--- src/hw/rtl/lsc_pkg.sv ---
// shared types and constants for the set-associative cache tag unit
`default_nettype none

package lsc_pkg;

	localparam int DEF_MAX_SET_BITS = 6;
	localparam int DEF_MAX_WAYS     = 4;

	localparam int ADDR_W  = 64;
	localparam int STAMP_W = 64;
	localparam int CNT_W   = 32;
	localparam int CFG_W   = 6;

	localparam logic [2:0] RST_SET_INDEX_BITS    = 3'd4;
	localparam logic [2:0] RST_WAYS_IN_USE       = 3'd1;
	localparam logic [5:0] RST_BLOCK_OFFSET_BITS = 6'd4;

	typedef enum logic [1:0] {
		CFG_SET_INDEX_BITS    = 2'd0,
		CFG_WAYS_IN_USE       = 2'd1,
		CFG_BLOCK_OFFSET_BITS = 2'd2
	} cfg_reg_t;

	typedef enum logic [1:0] {
		OP_LOAD   = 2'd0,
		OP_STORE  = 2'd1,
		OP_MODIFY = 2'd2,
		OP_OTHER  = 2'd3
	} op_t;

	typedef enum logic [2:0] {
		ST_IDLE,
		ST_DECODE,
		ST_READ,
		ST_COMPARE,
		ST_UPDATE,
		ST_FINISH
	} state_t;

	typedef struct packed {
		logic [1:0]        opcode;
		logic [ADDR_W-1:0] address;
	} req_t;

	typedef struct packed {
		logic             hit;
		logic             miss;
		logic             eviction;
		logic             ignored;
		logic [CNT_W-1:0] hit_count;
		logic [CNT_W-1:0] miss_count;
		logic [CNT_W-1:0] eviction_count;
	} rsp_t;

	typedef struct packed {
		logic [ADDR_W-1:0]  tag;
		logic [STAMP_W-1:0] stamp;
	} line_t;

	// controller to datapath
	typedef struct packed {
		logic load;
		logic decode;
		logic scan_clr;
		logic rd;
		logic cmp;
		logic commit;
		logic out_load;
	} cmd_t;

	// datapath to controller
	typedef struct packed {
		logic ignored_op;
		logic modify_op;
		logic hit_now;
		logic last_way;
		logic out_free;
	} stat_t;

endpackage

`default_nettype wire

--- src/hw/rtl/lsc_ctrl.sv ---
// sequencing state machine for the cache tag unit
`default_nettype none

module lsc_ctrl import lsc_pkg::*; (
	input  wire logic  clk,
	input  wire logic  arst_n,
	input  wire logic  req_valid,
	output logic       req_ready,
	input  wire stat_t stat,
	output cmd_t       cmd
);

	state_t state_q, state_nxt;
	logic   pass_q;

	always_ff @(posedge clk or negedge arst_n) begin
		if (!arst_n) begin
			state_q <= ST_IDLE;
			pass_q  <= 1'b0;
		end else begin
			state_q <= state_nxt;
			if (state_q == ST_DECODE) begin
				pass_q <= 1'b0;
			end else if (state_q == ST_UPDATE) begin
				pass_q <= 1'b1;
			end
		end
	end

	always_comb begin
		state_nxt = state_q;
		unique case (state_q)
			ST_IDLE: begin
				if (req_valid) begin
					state_nxt = ST_DECODE;
				end
			end
			ST_DECODE: begin
				state_nxt = stat.ignored_op ? ST_FINISH : ST_READ;
			end
			ST_READ: begin
				state_nxt = ST_COMPARE;
			end
			ST_COMPARE: begin
				if (stat.hit_now || stat.last_way) begin
					state_nxt = ST_UPDATE;
				end else begin
					state_nxt = ST_READ;
				end
			end
			ST_UPDATE: begin
				// modify scans the set a second time
				state_nxt = (stat.modify_op && !pass_q) ? ST_READ : ST_FINISH;
			end
			ST_FINISH: begin
				if (stat.out_free) begin
					state_nxt = ST_IDLE;
				end
			end
			default: begin
				state_nxt = ST_IDLE;
			end
		endcase
	end

	always_comb begin
		req_ready    = (state_q == ST_IDLE);
		cmd          = '0;
		cmd.load     = (state_q == ST_IDLE) && req_valid;
		cmd.decode   = (state_q == ST_DECODE);
		cmd.scan_clr = (state_q == ST_DECODE) || (state_q == ST_UPDATE);
		cmd.rd       = (state_q == ST_READ);
		cmd.cmp      = (state_q == ST_COMPARE);
		cmd.commit   = (state_q == ST_UPDATE);
		cmd.out_load = (state_q == ST_FINISH) && stat.out_free;
	end

	a_cmd_excl: assert property (@(posedge clk) disable iff (!arst_n)
		$onehot0({cmd.load, cmd.decode, cmd.rd, cmd.cmp, cmd.commit, cmd.out_load}))
		else $error("controller issued overlapping datapath commands");

	a_out_free: assert property (@(posedge clk) disable iff (!arst_n)
		cmd.out_load |-> stat.out_free)
		else $error("result loaded while output register still full");

endmodule

`default_nettype wire

--- config.mk ---
export PLATFORM = sky130hd
export DESIGN_NAME = lsc_ctrl
export DESIGN_NICKNAME = d
export VERILOG_FILES = /design/src/hw/rtl/lsc_pkg.sv /design/src/hw/rtl/lsc_ctrl.sv
export SDC_FILE = /design/constraint.sdc
export NUM_CORES = 1
export LEC_CHECK = 0
export ABC_AREA = 1
export ABC_CLOCK_PERIOD_IN_PS = 2600
export BUFFER_PORTS_ARGS = -buffer_cell sky130_fd_sc_hd__buf_2
export CAP_MARGIN = 20
export CORE_AREA = 2 2 39 41
export CTS_BUF_LIST = sky130_fd_sc_hd__clkbuf_8
export CTS_CLUSTER_SIZE = 16
export DETAILED_ROUTE_END_ITERATION = 16
export DIE_AREA = 0 0 41 43
export HOLD_SLACK_MARGIN = 0.15
export PLACE_DENSITY = 0.44
export SYNTH_ARGS = -nofsm -noshare
export SYNTH_HDL_FRONTEND = slang
export SYNTH_SLANG_ARGS = --single-unit
--- constraint.sdc ---
create_clock -name clk -period 2.6 [get_ports clk]
set_clock_uncertainty 0.2 [all_clocks]
set_input_delay 0.52 -clock clk [delete_from_list [all_inputs] [get_ports clk]]
set_output_delay 0.52 -clock clk [all_outputs]
set_load 0.005 [all_outputs]
==> summary.txt <==
Synthesis
  – Synth unique cells: 9
  – Largest family of logic cells by synthesized area: simple AND/OR/NAND/NOR gates
  – Gate Count Post-Synth: 44
  – Total nets after synthesis: 52
  – Post-synthesis adder-cell area fraction: 0
  – Post-synthesis compound-gate area fraction: 0.0558
  – Netlist Area Pre-Place: 269 um^2
  – Sequential share of the synthesized area: 0.372
  – Mux share of post-synthesis cell area: 0
  – Synth warnings: 0
  – Number of synthesized register bits: 4
  – Post-synthesis xor/xnor area fraction: 0
  – Mean Syn Cell Area: 6.11 um^2
  – Synth Area in Simple Gates: 0.433

Setup path
  – Worst Path Required: 1.88 ns
  – Slowest-stage cell, CP: dfrtp_1
  – Critical path class: flip-flop to output pin
  – CP max FO: 5
  – Crit-path cells: inv_1 > nand2_1 > nor2_2 > buf_2
  – Setup crit end kind: output pin
  – CP startpoint kind: flip-flop
  – Worst path arrival time: 1.08 ns
  – Largest stage delay on the critical path: 0.39 ns

Clock network
  – CTS tree: yes
  – Root buf cell: clkbuf_8
  – Post-CTS sizing: 0
  – Clock transition at path regs: about 0.030 ns
  – TritonCTS buffer count: 3
  – CTS max path bufs: 2
  – Later-pin clock latency in the skew report: 0.21 ns
  – Clock Sinks: 4
  – H-tree Lvls: 1

Power and ir drop
  – Power Density: 1120 nW/um^2
  – P_leak: 0.263 nW
  – Max VDD drop: 0.369 mV

Worst hold path
  – HP Class: flip-flop to flip-flop

STA
  – Unrepaired setup endpoints after global routing: no
  – Setup TNS: 0 ns
  – Final min period: between 1.5 and 2 ns
  – Worst Max-Slew Pin Slew: 0.202 ns
  – Period utilization: 0.693
  – Fin. Hold Viols: 0
  – Hold WS: 0.320 ns
  – Worst setup margin: 0.797 ns
  – Final setup fails: 0
  – Slew Limit Headroom: 0.866
  – Max Clk Rate: 555 MHz
  – Slew Limit Fails: 0

Finish
  – Share of cells above drive strength 1: 0.317
  – Leading cell type in the layout, fill and taps excluded: buf_2
  – Area grow syn2layout: 54.4%
  – Core Util, Final: 0.300
  – Filler cells: 154
  – NumNets Final: 73
  – Diodes inserted: 0
  – Commonest non-fill, non-tap cells in the layout: buf_2, inv_1, nor2_1

GRT
  – Overflow left after global routing: 0
  – Vias in the first global route: 266
  – GRT Resource Usage Total: 0.0817
  – Global-route wire length before repair: slightly below 1000 um
  – Largest net degree at the start of global routing: 7
  – Antenna violations before repair: 0

Drt
  – Initial drt markers: 6
  – DRC viols: 0
  – Drt wl/cell: 7.86 um
  – DR pass1 iterations: 4
  – Final WL: about 620 um
  – Routed vias: 321
  – Antenna viol nets, final: 0
  – Via-per-instance ratio: roughly 4.1

Placement
  – HPWL after DPL: between 500 and 600 um
  – Worst slack, placed: 1.01 ns
  – I/O Buffers: 15
  – GP Congestion: 0.730

Die
  – IO Pins: 16
  – Die Y: 43 um
  – Die footprint: 1760 um^2
  – Core box area: 1380 um^2
  – FP Rows: 14
  – Initial Util: 0.194
  – Chip width: 41 um

Run status
  – Status: completed

Run
  – Maximum capacitance violations: 0
## worst max-delay path: cells and delay by family (launching register included)
| family | cells | cell delay (ns) |
|---|---|---|
| and+or+nand+nor | 2 | 0.23 |
| DFF | 1 | 0.39 |
| buffers and inverters | 2 | 0.26 |
## worst paths after layout
path                                         from                      to  slack (ns)  cells past startpoint
max reg2reg                state_q[0]$_DFFE_PN0P_  state_q[0]$_DFFE_PN0P_        1.36                      6
min in group asynchronous                  arst_n  state_q[0]$_DFFE_PN0P_        0.45                      2
max                        state_q[2]$_DFFE_PN0P_                  cmd[2]        0.80                      4
min                            pass_q$_DFFE_PN0P_      pass_q$_DFFE_PN0P_        0.32                      2
max in group asynchronous                  arst_n  state_q[1]$_DFFE_PN0P_        1.64                      2
min reg2reg                    pass_q$_DFFE_PN0P_      pass_q$_DFFE_PN0P_        0.32                      2
## routing by layer
metal / part of all wire / GRT usage / wire [um] / vias up
li1: - / - / - / 172
met1: 0.42 / 0.0980 / 262 / 140
met2: 0.52 / 0.122 / 320 / 9
met3: 0.061 / 0.0314 / 38 / 0
met4: 0 / 0.0400 / 0 / 0
met5: 0 / 0 / 0 / -
## repair_timing
item                                   4_1_cts  5_1_grt
endpoints found under the hold margin        4        0
setup buffers                                0        0
hold buffers                                 1        0
## synth_stat cells
master	instances	share of area
nand4_1	2	0.047
a21oi_1	1	0.019
nand3_1	4	0.074
o21ai_1	2	0.037
nor2_1	10	0.14
nor2_2	2	0.047
nand2_1	9	0.13
dfrtp_1	4	0.37
inv_1	10	0.14
## power by group
part	internal, mW	switching, mW
logic	0.0919	0.130
registers	0.0921	0.0266
clock network	0.0982	0.0266
## cells by family (layout without fill, tap and decap cells)
logic type             count (synthesis)  in the layout
AOI/OAI and AO/OA                      3              3
DFF                                    4              4
and+or+nand+nor                       27             27
buffers and inverters                 10             29
## area by class of cell
| class | count | area (um^2) | share of cell area |
|---|---|---|---|
| multi-input cells | 30 | 131 | 0.316 |
| flip-flops and latches | 4 | 100 | 0.241 |
| repair buffers | 16 | 85.1 | 0.205 |
| clock buffers | 3 | 41.3 | 0.0994 |
| inverters | 10 | 37.5 | 0.0904 |
| well taps | 16 | 20.0 | 0.0482 |
## flip-flops by register name, indices dropped and copies added, names as in the netlist
register and count:
pass_q 1, state_q 3
## per-stage QoR
stage          cell area, um^2  instances  total power, mW
4_1_cts                    415         79            0.476
2_1_floorplan              269         44            0.260
3_5_place_dp               364         75            0.345
5_1_grt                    415         79            0.515
6_report                   415         79            0.465
3_3_place_gp               364         75            0.349
(Power assumes the default switching activity.)
